## config.mk

```make
export PLATFORM = sky130hd
export DESIGN_NAME = nmea_latest_sentence_extractor
export DESIGN_NICKNAME = d
export VERILOG_FILES = /design/src/hw/rtl/nmea_lse_pkg.sv /design/src/hw/rtl/nmea_lse_ram.sv /design/src/hw/rtl/nmea_latest_sentence_extractor.sv
export SDC_FILE = /design/constraint.sdc
export NUM_CORES = 2
export LEC_CHECK = 0
export ABC_AREA = 0
export BUFFER_PORTS_ARGS = -buffer_cell sky130_fd_sc_hd__buf_2
export CAP_MARGIN = 20
export CORE_ASPECT_RATIO = 0.5
export CORE_MARGIN = 2
export CORE_UTILIZATION = 63
export CTS_CLUSTER_SIZE = 10
export DETAILED_ROUTE_END_ITERATION = 8
export PLACE_DENSITY = 0.77
export SETUP_SLACK_MARGIN = 0.05
export SLEW_MARGIN = 30
export SYNTH_ARGS = -nofsm -noshare
export SYNTH_HDL_FRONTEND = slang
export SYNTH_SLANG_ARGS = --single-unit
export TNS_END_PERCENT = 100
```

## constraint.sdc

```tcl
create_clock -name clock -period 7.6 [get_ports clock]
set_clock_uncertainty 0.15 [all_clocks]
set_input_delay 0 -clock clock [delete_from_list [all_inputs] [get_ports clock]]
set_output_delay 0 -clock clock [all_outputs]
set_load 0.02 [all_outputs]
```

## src/hw/rtl/nmea_lse_pkg.sv

```systemverilog
// ----------------------------------------------------------------------------
// nmea_lse_pkg
// Shared types and character constants for the NMEA sentence extractor.
// ----------------------------------------------------------------------------
package nmea_lse_pkg;

   localparam int LEN_W  = 6;
   localparam int CHAR_W = 7;

   localparam logic REQ_PUSH = 1'b0;
   localparam logic REQ_POLL = 1'b1;

   localparam logic [CHAR_W-1:0] CH_DOLLAR = 7'h24;
   localparam logic [CHAR_W-1:0] CH_LF     = 7'h0A;
   localparam logic [CHAR_W-1:0] CH_CR     = 7'h0D;
   localparam logic [CHAR_W-1:0] CH_DOT    = 7'h2E;

   localparam logic [7:0] PRINT_LO = 8'd32;
   localparam logic [7:0] PRINT_HI = 8'd126;

   typedef struct packed {
      logic       req_type;
      logic [7:0] stream_byte;
   } nmea_lse_req_type;

   typedef struct packed {
      logic              found;
      logic [CHAR_W-1:0] sentence_char;
      logic [LEN_W-1:0]  sentence_length;
      logic              last_char;
   } nmea_lse_rsp_type;

   // keep CR, LF and printable codes, map the rest to a dot
   function automatic logic [CHAR_W-1:0] clean_char(input logic [7:0] b);
      logic keep;
      keep = (b == {1'b0, CH_CR}) || (b == {1'b0, CH_LF}) ||
             ((b >= PRINT_LO) && (b <= PRINT_HI));
      return keep ? b[CHAR_W-1:0] : CH_DOT;
   endfunction

endpackage

```

## src/hw/rtl/nmea_lse_ram.sv

```systemverilog
// ----------------------------------------------------------------------------
// nmea_lse_ram
// Generic simple dual-port RAM, one write and one registered read port.
// ----------------------------------------------------------------------------
module nmea_lse_ram #(
   parameter int WIDTH = 7,
   parameter int DEPTH = 191
) (
   input  logic                     clock,
   input  logic                     wr_en,
   input  logic [$clog2(DEPTH)-1:0] wr_addr,
   input  logic [WIDTH-1:0]         wr_data,
   input  logic                     rd_en,
   input  logic [$clog2(DEPTH)-1:0] rd_addr,
   output logic [WIDTH-1:0]         rd_data
);

   logic [WIDTH-1:0] mem [DEPTH];
   logic [WIDTH-1:0] rd_data_ff;

   always_ff @(posedge clock) begin
      if (wr_en) begin
         mem[wr_addr] <= wr_data;
      end
      if (rd_en) begin
         rd_data_ff <= mem[rd_addr];
      end
   end

   assign rd_data = rd_data_ff;

endmodule

```

## src/hw/rtl/nmea_latest_sentence_extractor.sv

```systemverilog
// ----------------------------------------------------------------------------
// nmea_latest_sentence_extractor
// Character window for a serial receiver that hands out the newest NMEA
// sentence on request.
// ----------------------------------------------------------------------------
// Usage: items enter on req_ (valid/stall). A push item (req_type 0) stores one
// received byte in the window memory; req_stall stays low.
// A poll item (req_type 1) raises req_stall while the block scans the window:
// one memory read per held character. Each sentence character then costs a
// read and a load of the output register; a poll with no complete sentence
// gives one result with found low. The single memory port bounds both the
// scan and the readout. Results leave on rsp_ (valid/stall) from an output
// register; when rsp_stall is high that register holds and the readout waits,
// and the block takes new items once the final result of a poll is loaded,
// even while it still waits. Reset is synchronous: the window is emptied
// (start and fill count cleared) and no result is pending. Memory contents
// are not cleared.
// ----------------------------------------------------------------------------
module nmea_latest_sentence_extractor #(
   parameter int WINDOW_DEPTH = 191,
   parameter int SENTENCE_MAX = 63
) (
   input  logic                           clock,
   input  logic                           reset,
   input  logic                           req_valid,
   output logic                           req_stall,
   input  nmea_lse_pkg::nmea_lse_req_type req_payload,
   output logic                           rsp_valid,
   input  logic                           rsp_stall,
   output nmea_lse_pkg::nmea_lse_rsp_type rsp_payload
);
   import nmea_lse_pkg::*;

   localparam int AW = $clog2(WINDOW_DEPTH);
   localparam int PW = $clog2(WINDOW_DEPTH + 1);

   typedef enum logic [4:0] {
      ST_IDLE      = 5'b00001,
      ST_SCAN      = 5'b00010,
      ST_NONE      = 5'b00100,
      ST_EMIT_RD   = 5'b01000,
      ST_EMIT_DATA = 5'b10000
   } state_type;

   function automatic logic [AW-1:0] slot_of(input logic [AW-1:0] base,
                                             input logic [PW-1:0] pos);
      logic [PW:0] sum;
      sum = {{(PW + 1 - AW){1'b0}}, base} + {1'b0, pos};
      if (sum >= (PW + 1)'(WINDOW_DEPTH)) begin
         sum = sum - (PW + 1)'(WINDOW_DEPTH);
      end
      return sum[AW-1:0];
   endfunction

   state_type state_ff, state_in;
   logic [AW-1:0] start_ff, start_in;
   logic [PW-1:0] fill_ff, fill_in;

   logic [PW-1:0] issue_pos_ff, issue_pos_in;
   logic          data_vld_ff, data_vld_in;
   logic [PW-1:0] data_pos_ff, data_pos_in;
   logic [PW-1:0] dollar_pos_ff, dollar_pos_in;
   logic          have_dollar_ff, have_dollar_in;
   logic          lf_since_ff, lf_since_in;
   logic [PW-1:0] noncr_pos_ff, noncr_pos_in;
   logic          found_ff, found_in;
   logic [PW-1:0] sent_start_ff, sent_start_in;
   logic [PW-1:0] sent_end_ff, sent_end_in;
   logic [LEN_W-1:0] sent_len_ff, sent_len_in;
   logic [LEN_W-1:0] char_idx_ff, char_idx_in;

   logic             rsp_valid_ff, rsp_valid_in;
   nmea_lse_rsp_type rsp_data_ff, rsp_data_in;

   logic              ram_wr_en;
   logic [AW-1:0]     ram_wr_addr;
   logic [CHAR_W-1:0] ram_wr_data;
   logic              ram_rd_en;
   logic [AW-1:0]     ram_rd_addr;
   logic [CHAR_W-1:0] ram_rd_data;

   logic          req_take;
   logic          out_free;
   logic [PW-1:0] span_len;
   logic [PW-1:0] consumed;
   logic          last_emit;

   nmea_lse_ram #(
      .WIDTH(CHAR_W),
      .DEPTH(WINDOW_DEPTH)
   ) u_window (
      .clock  (clock),
      .wr_en  (ram_wr_en),
      .wr_addr(ram_wr_addr),
      .wr_data(ram_wr_data),
      .rd_en  (ram_rd_en),
      .rd_addr(ram_rd_addr),
      .rd_data(ram_rd_data)
   );

   assign req_stall   = (state_ff != ST_IDLE);
   assign req_take    = req_valid && !req_stall;
   assign out_free    = !rsp_valid_ff || !rsp_stall;
   assign rsp_valid   = rsp_valid_ff;
   assign rsp_payload = rsp_data_ff;

   // stored length from the '$' through the last character that is neither CR nor LF
   assign span_len  = noncr_pos_ff - dollar_pos_ff + PW'(1);
   assign consumed  = sent_end_ff + PW'(1);
   assign last_emit = (char_idx_ff + LEN_W'(1)) == sent_len_ff;

   always_comb begin
      state_in       = state_ff;
      start_in       = start_ff;
      fill_in        = fill_ff;
      issue_pos_in   = issue_pos_ff;
      data_vld_in    = 1'b0;
      data_pos_in    = issue_pos_ff;
      dollar_pos_in  = dollar_pos_ff;
      have_dollar_in = have_dollar_ff;
      lf_since_in    = lf_since_ff;
      noncr_pos_in   = noncr_pos_ff;
      found_in       = found_ff;
      sent_start_in  = sent_start_ff;
      sent_end_in    = sent_end_ff;
      sent_len_in    = sent_len_ff;
      char_idx_in    = char_idx_ff;
      rsp_valid_in   = rsp_valid_ff && rsp_stall;
      rsp_data_in    = rsp_data_ff;
      ram_wr_en      = 1'b0;
      ram_wr_addr    = slot_of(start_ff, fill_ff);
      ram_wr_data    = clean_char(req_payload.stream_byte);
      ram_rd_en      = 1'b0;
      ram_rd_addr    = slot_of(start_ff, issue_pos_ff);

      unique case (state_ff)
         ST_IDLE: begin
            if (req_take) begin
               if (req_payload.req_type == REQ_PUSH) begin
                  ram_wr_en = 1'b1;
                  if (fill_ff < PW'(WINDOW_DEPTH)) begin
                     fill_in = fill_ff + PW'(1);
                  end else begin
                     // full window: overwrite the oldest character
                     ram_wr_addr = start_ff;
                     start_in    = slot_of(start_ff, PW'(1));
                  end
               end else begin
                  state_in       = ST_SCAN;
                  issue_pos_in   = '0;
                  have_dollar_in = 1'b0;
                  lf_since_in    = 1'b0;
                  found_in       = 1'b0;
               end
            end
         end
         ST_SCAN: begin
            if (issue_pos_ff < fill_ff) begin
               ram_rd_en    = 1'b1;
               issue_pos_in = issue_pos_ff + PW'(1);
               data_vld_in  = 1'b1;
            end
            if (data_vld_ff) begin
               if (ram_rd_data == CH_DOLLAR) begin
                  dollar_pos_in  = data_pos_ff;
                  noncr_pos_in   = data_pos_ff;
                  have_dollar_in = 1'b1;
                  lf_since_in    = 1'b0;
               end else if (ram_rd_data == CH_LF) begin
                  // first LF after the newest '$' closes a candidate sentence
                  if (have_dollar_ff && !lf_since_ff) begin
                     found_in      = 1'b1;
                     sent_start_in = dollar_pos_ff;
                     sent_end_in   = data_pos_ff;
                     if (int'(span_len) > SENTENCE_MAX) begin
                        sent_len_in = LEN_W'(SENTENCE_MAX);
                     end else begin
                        sent_len_in = LEN_W'(span_len);
                     end
                  end
                  lf_since_in = 1'b1;
               end else if (ram_rd_data != CH_CR) begin
                  noncr_pos_in = data_pos_ff;
               end
            end else if (issue_pos_ff == fill_ff) begin
               char_idx_in = '0;
               state_in    = found_ff ? ST_EMIT_RD : ST_NONE;
            end
         end
         ST_NONE: begin
            if (out_free) begin
               rsp_valid_in                = 1'b1;
               rsp_data_in.found           = 1'b0;
               rsp_data_in.sentence_char   = '0;
               rsp_data_in.sentence_length = '0;
               rsp_data_in.last_char       = 1'b1;
               state_in                    = ST_IDLE;
            end
         end
         ST_EMIT_RD: begin
            ram_rd_en   = 1'b1;
            ram_rd_addr = slot_of(start_ff, sent_start_ff + PW'(char_idx_ff));
            state_in    = ST_EMIT_DATA;
         end
         ST_EMIT_DATA: begin
            if (out_free) begin
               rsp_valid_in                = 1'b1;
               rsp_data_in.found           = 1'b1;
               rsp_data_in.sentence_char   = ram_rd_data;
               rsp_data_in.sentence_length = sent_len_ff;
               rsp_data_in.last_char       = last_emit;
               char_idx_in                 = char_idx_ff + LEN_W'(1);
               if (last_emit) begin
                  // drop everything through the terminating LF
                  start_in = slot_of(start_ff, consumed);
                  fill_in  = fill_ff - consumed;
                  state_in = ST_IDLE;
               end else begin
                  state_in = ST_EMIT_RD;
               end
            end
         end
         default: begin
            state_in = ST_IDLE;
         end
      endcase
   end

   always_ff @(posedge clock) begin
      if (reset) begin
         state_ff     <= ST_IDLE;
         start_ff     <= '0;
         fill_ff      <= '0;
         data_vld_ff  <= 1'b0;
         rsp_valid_ff <= 1'b0;
      end else begin
         state_ff     <= state_in;
         start_ff     <= start_in;
         fill_ff      <= fill_in;
         data_vld_ff  <= data_vld_in;
         rsp_valid_ff <= rsp_valid_in;
      end
   end

   always_ff @(posedge clock) begin
      issue_pos_ff   <= issue_pos_in;
      data_pos_ff    <= data_pos_in;
      dollar_pos_ff  <= dollar_pos_in;
      have_dollar_ff <= have_dollar_in;
      lf_since_ff    <= lf_since_in;
      noncr_pos_ff   <= noncr_pos_in;
      found_ff       <= found_in;
      sent_start_ff  <= sent_start_in;
      sent_end_ff    <= sent_end_in;
      sent_len_ff    <= sent_len_in;
      char_idx_ff    <= char_idx_in;
      rsp_data_ff    <= rsp_data_in;
   end

endmodule

```

Word level (Yosys, flattened, before mapping)
Memories as Yosys holds them, arrays and structs flattened. A register that Yosys moved wholly into a read port is not among the register bits.
Cells that the tools add are included.
Widths: inputs -> output; s select.
{"block": "word_totals", "regBits": 101, "latch_bits": 0, "ramBits": 1337, "rom_bits": 0, "out_inout_bits": 17, "wordCells": 181, "n_memories": 1}
{"block": "classes", "n_addsub": 18, "mul": 0, "n_div": 0, "magnitude_cmp": 10, "n_eq_ne": 31, "shifts": 0, "n_mux": 69, "bitwise_logic": 2, "reduce_logical": 30}
{"memory": "u_window.mem", "depth": 191, "word_bits": 7, "read_ports": 1, "rd_ports_with_merged_regs": 1, "wr": 1, "line_no": "nmea_lse_ram.sv:18", "source": "logic [WIDTH-1:0] mem [DEPTH];"}
{"op": "$mux 8", "count": 26}
{"op": "$pmux 8 s2", "count": 3}
{"op": "$ge 9x8->1 const B", "count": 5}
{"op": "$sub 8x8->8 const B", "count": 5}
{"op": "$add 8x8->9", "count": 4}
{"op": "$ne 2x2->1 const B", "count": 17}
{"op": "$add 8x1->8 const B", "count": 4}
{"op": "$mux 15", "count": 2}
{"op": "$mux 5", "count": 6}
{"op": "$pmux 15 s2", "count": 1}
{"op": "$pmux 5 s5", "count": 1}
{"op": "$mux 1", "count": 19}
{"op": "$mux 6", "count": 3}
{"op": "$reduce_and 6->1", "count": 3}
{"op": "$eq 8x4->1 const B", "count": 2}
{"op": "$sub 8x8->8", "count": 2}
{"op": "$reduce_and 5->1", "count": 3}
{"op": "$pmux 6 s2", "count": 1}
{"op": "$reduce_and 4->1", "count": 3}
{"op": "$reduce_bool 2->1", "count": 5}
{"op": "$add 8x1->9 const B", "count": 1}
{"op": "$add 8x6->8", "count": 1}
{"op": "$eq 8x8->1", "count": 1}
{"op": "$ge 8x6->1 const B", "count": 1}
{"op": "other kinds (26)", "count": 41}

Longest topological paths before layout
{"block": "logic_depth", "depth_word": 7, "mapped_depth": 27, "depth_no_buf": 22}

Modules after synthesis
From an unflattened synthesis, not the netlist that was laid out.
{"block": "hier_totals", "hier_cells": 3356, "area_unflattened_um2": 60194.0}
{"mod": "nmea_lse_ram", "n_inst": 1, "cells_each": 2533, "area_each_um2": 52551.7}
{"mod": "nmea_latest_sentence_extractor", "n_inst": 1, "cells_each": 823, "area_each_um2": 7642.3}

Worst setup path before layout
OpenSTA, ideal clock, no wires.
{"block": "synth_path", "kind": "flip-flop to flip-flop", "start": "register char_idx_ff[0]", "end": "register u_window.rd_data_ff[6], in the netlist u_window.rd_data[6], read port of u_window.mem (data pin)", "setup_ns": 0.256, "arrival_time_ns": 4.926, "required_time_ns": 7.194, "slack_ns": 2.268, "path_stages_with_launch": 22, "path_cell_list": "edfxtp_1 > ha_1 > fa_1 > a21o_1 > a21oi_1 > o21bai_1 > a21oi_1 > xnor2_1 > ha_1 > and2_1 > a311o_1 > a211oi_1 > a31oi_4 > o21ai_2 > mux2_4 > a2111oi_4 > clkbuf_1 > a32oi_1 > o21ai_0 > o22a_1 > nand4_1 > o211a_1"}
{"block": "synth_between", "elab_chain_len": 5, "word_cells_on_any_way": 6, "cone_classes": "add/sub (3); order compare (1); mux (2)"}
{"element": "from (decl)", "line_no": "nmea_latest_sentence_extractor.sv:70", "source": "logic [LEN_W-1:0] char_idx_ff, char_idx_in;"}
{"element": "from (signal assigned)", "line_no": "nmea_latest_sentence_extractor.sv:256", "source": "char_idx_ff <= char_idx_in;"}
{"element": "$add 8x6->8 (*)", "line_no": "nmea_latest_sentence_extractor.sv:202", "source": "ram_rd_addr = slot_of(start_ff, sent_start_ff + PW'(char_idx_ff));"}
{"element": "$add 8x8->9 (*)", "line_no": "nmea_latest_sentence_extractor.sv:48", "source": "sum = {{(PW + 1 - AW){1'b0}}, base} + {1'b0, pos};"}
{"element": "$sub 8x8->8 / $ge 9x8->1 (equally long branches)", "line_no": "nmea_latest_sentence_extractor.sv:50, nmea_latest_sentence_extractor.sv:49"}
{"element": "$mux 8 (*)", "line_no": "nmea_latest_sentence_extractor.sv:49", "source": "if (sum >= (PW + 1)'(WINDOW_DEPTH)) begin"}
{"element": "$mux 8 (*)", "line_no": "nmea_latest_sentence_extractor.sv:136", "source": "unique case (state_ff)"}
{"element": "to (decl)", "line_no": "nmea_lse_ram.sv:19", "source": "logic [WIDTH-1:0] rd_data_ff;"}
Every way passes the cells marked *; elsewhere a longest branch is shown, timed or not.
A chain may end at the register's enable or synchronous reset.

Worst setup path after layout
{"block": "layout_path", "start": "register char_idx_ff[0]", "end": "register u_window.rd_data_ff[4], in the netlist u_window.rd_data[4], read port of u_window.mem (data pin)"}
Same word-level chain as after synthesis.

==> key figures <==
Synthesis
  – Yosys cell types: between 90 and 100
  – Cells after synthesis: around 4600
  – Asr flop ratio synth: 0
  – Yosys warns: 0
  – Top-area cell type share of the netlist area: 0.6837
  – Sequential area share after synthesis: 0.6937
  – Synth Cell Area: around 62000 um^2
  – Post-Syn Nets: 4683
  – Largest cells by area after synthesis: edfxtp_1 (68%), nand2_1 (4.5%), mux2i_1 (2.9%)
  – Number of flops mapped to enable cells by yosys: between 1000 and 1500
  – Syn avg cell area: roughly 14 um^2
  – Yosys top cell by area: edfxtp_1
  – Seq cells post-synth: 1445
  – Dominant synthesized flop cell: edfxtp_1

Setup path
  – Worst R2R Setup Slack: ~0.24 ns
  – Type of the worst setup path: flip-flop to flip-flop
  – Startpoint Class: flip-flop
  – CP Capture Type: flip-flop
  – Most used cell, CP: a21oi_1
  – R2R Path Start: char_idx_ff[0]
  – Crit Path Max Fanout: 66
  – Crit-path leading delay family: compound AO/OA/AOI/OAI gates
  – Worst r2r path cells: 23
  – Reg2reg end: u_window.rd_data[4]
  – Critical path arrival: ~7.7 ns
  – CP peak stage delay: around 0.8 ns
  – Slowest cell on crit path: nor4_1
  – CP bufs+invs: 2
  – Worst EP required: 7.92 ns
  – Cell Chain, Critical Path: ha_1 > fa_1 > a21o_1 > a21oi_1 > o21bai_1 > a21oi_1 > xnor2_1 > ha_1 > and2_1 > a311o_1 > nand4_1 > o221ai_1 > nor3_4 > or3_4 > nand2_8 > buf_12 > buf_12 > a211oi_1 > a311oi_1 > o21ai_0 > a21oi_1 > nor4_1 > a311oi_1

Clock network
  – H-tree Lvls: 4
  – Total clock sinks: roughly 1400
  – Post-CTS Setup Inserts: 0
  – Max Buffers Root-to-Sink: 3
  – CTS tree: done
  – Num CTS Buffers: 162
  – Clk_lat worst skew: 0.78 ns
  – Root buf cell: clkbuf_16
  – Clk slew on worst S/H paths: about 0.05 ns

Power
  – Pleak: 23.23 nW
  – Flop pwr share: 0.515
  – Psw: approximately 4 mW
  – Cell Pwr Density: 248.3 nW/um^2
  – Sw Ratio: 0.2348
  – Clock power share: 0.401
  – Pint: between 10 and 15 mW
  – Combinational group share of total power: 0.084
  – Peak VDD IR: 236.8 uV
  – Final Power: roughly 17 mW

Timing
  – Setup violators final: 0
  – Fmax: 0.1358 GHz
  – Slew HR: 0.2930
  – Setup slack after layout: around 0.24 ns
  – Post-route minimum period: 7.364 ns
  – Period utilisation layout: 0.9690
  – Tightest Pin Transition: between 1 and 1.5 ns
  – Max-slew violations: 0
  – Final Hold Fails: 0
  – RSZ-0062 raised after global routing: no

Cells and area
  – Final cell count without fillers: 6033
  – Layout net count: between 4000 and 5000
  – Multi-input gate area: roughly 18000 um^2
  – Fill count: 6288
  – Finished Core Util: 0.7033
  – Area grow syn2layout: 10.64%
  – Sequential cell area: between 40000 and 50000 um^2
  – Share of cells above drive strength 1: 0.09487
  – Post-Layout Inst Area: roughly 69000 um^2

Worst hold path
  – Worst hold path class: input port to flip-flop
  – Worst hold start: req_payload[8]
  – Worst hold endpoint: state_ff[0]
  – Hold Path Depth: 5

Placed design
  – Post-DP Area: 64090 um^2
  – DP Cell Count: between 5000 and 6000
  – GPL Wtd Cong: between 0.9 and 1
  – IO Port Bufs: 29
  – Place WS: a little under 0.4 ns
  – Post-DP HPWL: approximately 110 mm

GRT
  – Grt total ovfl: 0
  – GRT Util Overall: 0.3349
  – Antenna violations before repair: 7
  – Vias in the first global route: 39163
  – Largest net degree at the start of global routing: between 100 and 150
  – First-pass GRT wire length: between 200 and 250 mm

Routing
  – DRT Wirelength: between 150 and 200 mm
  – 1st-pass router iterations: 9
  – DR DRC count: 0
  – DR vias/cell: 6.872
  – Routed via count: between 40000 and 50000
  – Post-route antenna net violation count: 0
  – Initial DRC count: 6524
  – Routed wire per std cell: around 28 um

Die
  – Io pins: 30
  – Die height: around 230 um
  – Floorplan core area: roughly 98000 um^2
  – Die width: between 400 and 500 um
  – Initial Util: 0.6357
  – Die area: a little over 100000 um^2
  – # rows: 81

Run
  – Maxcap violations: 0

Outcome
  – Status: completed
[cell usage in the layout, fill, tap and decap left out, types with 18 or more instances in the layout]
master,instances
a211oi_1,103
inv_1,56
xnor2_1,50
nand3_1,130
nand4_1,25
nor4_1,28
a22oi_1,52
nand2_1,742
nor2_1,292
dlygate4sd3_1,18
nor3_1,24
dfxtp_1,31
and3_1,120
clkbuf_16,164
edfxtp_1,1414
mux2i_1,178
xor2_1,34
a221oi_1,58
a311oi_1,68
buf_2,29
ha_1,76
a21o_1,25
a21oi_1,200
buf_4,141
o211ai_1,32
a31oi_1,35
buf_12,22
a32oi_1,104
o21ai_0,113
and2_1,26
[logic make-up after synthesis]
kind of cell,after synthesis,share of synthesized area
AO/OA/AOI/OAI,947,0.1093
XOR/XNOR,85,0.01211
adder cells (fa/ha/maj),83,0.01757
buffers and inverters,340,0.02676
flip-flops,1445,0.6937
multiplexers,200,0.03373
AND/OR/NAND/NOR,1487,0.1069
[per-layer routing]
layer	global-route usage	part of all wire	up-vias
met3	0.09874	0.14	415
met2	0.5054	0.45	2949
met1	0.4644	0.37	20349
met4	0.1258	0.035	10
met5	0	0.00042	-
li1	-	-	17735
[Yosys cell counts (all sizes together) (30+ instances only)]
cell type / number
a221oi: 58
inv: 56
nor2: 301
xnor2: 51
o211ai: 32
buf: 154
edfxtp: 1414
a211oi: 105
o21ai: 125
ha: 76
a22oi: 52
a31oi: 36
dfxtp: 31
clkbuf: 130
a311oi: 69
and3: 120
nor4: 30
nand3: 131
nand2: 744
mux2i: 181
a32oi: 104
xor2: 34
a21oi: 204
[cell type report]
class,instances,share of cell area
diodes,4,0.0001457
clock buffers,173,0.06022
clock inverters,14,0.003860
inverters,56,0.003059
multi-input cells,2802,0.2548
flip-flops and latches,1445,0.6270
well taps,1328,0.02418
repair buffers,211,0.02671
[sequential cells by signal (all words and copies together) (netlist names), 6 cells and up]
signal and flops:
u_window.mem 1337, char_idx_ff 6, data_pos_in 8, sent_len_ff 6, data_pos_ff 8, sent_end_ff 8
rsp_payload 15, fill_ff 8, noncr_pos_ff 8, u_window.rd_data 7, sent_start_ff 8, dollar_pos_ff 8
start_ff 8
[tightest hold or removal path, delay by kind of cell]
kind | cells | cell delay, ns
buffers and inverters | 2 | 0.68
AO/OA/AOI/OAI | 2 | 0.15
AND/OR/NAND/NOR | 1 | 0.14
[power by group through the flow]
stage	combinational [mW]	clock, mW	sequential (mW)
4_1_cts	1.39	6.85	8.79
5_1_grt	1.51	7.15	8.78
6_report	1.44	6.84	8.79
3_3_place_gp	1.34	0	8.95
3_5_place_dp	1.38	0	8.95
2_1_floorplan	0.896	0	8.96
[worst max path at each step]
stage | cells after the start | end | startpoint
after floorplan | 21 | u_window.rd_data[6] | char_idx_ff[0]
after global placement | 23 | u_window.rd_data[4] | char_idx_ff[0]
after detailed placement | 23 | u_window.rd_data[4] | char_idx_ff[0]
after CTS | 23 | u_window.rd_data[4] | char_idx_ff[0]
after global routing | 23 | u_window.rd_data[4] | char_idx_ff[0]
final | 23 | u_window.rd_data[4] | char_idx_ff[0]
[per-stage QoR]
step | hold slack [ns] | setup TNS (ns)
final | 0.08377 | 0
after floorplan | -0.07130 | 0
after CTS | 0.04642 | 0
after global placement | 0.1943 | -0.009948
after detailed placement | 0.2035 | 0
after global routing | 0.1075 | 0
[repair_timing]
item,in CTS,in global routing
resized for setup,0,1
endpoints found under the setup margin,0,1
hold buffers,18,0
hold endpoints to repair,393,0
No activity file was read; power rests on OpenSTA's default activity.
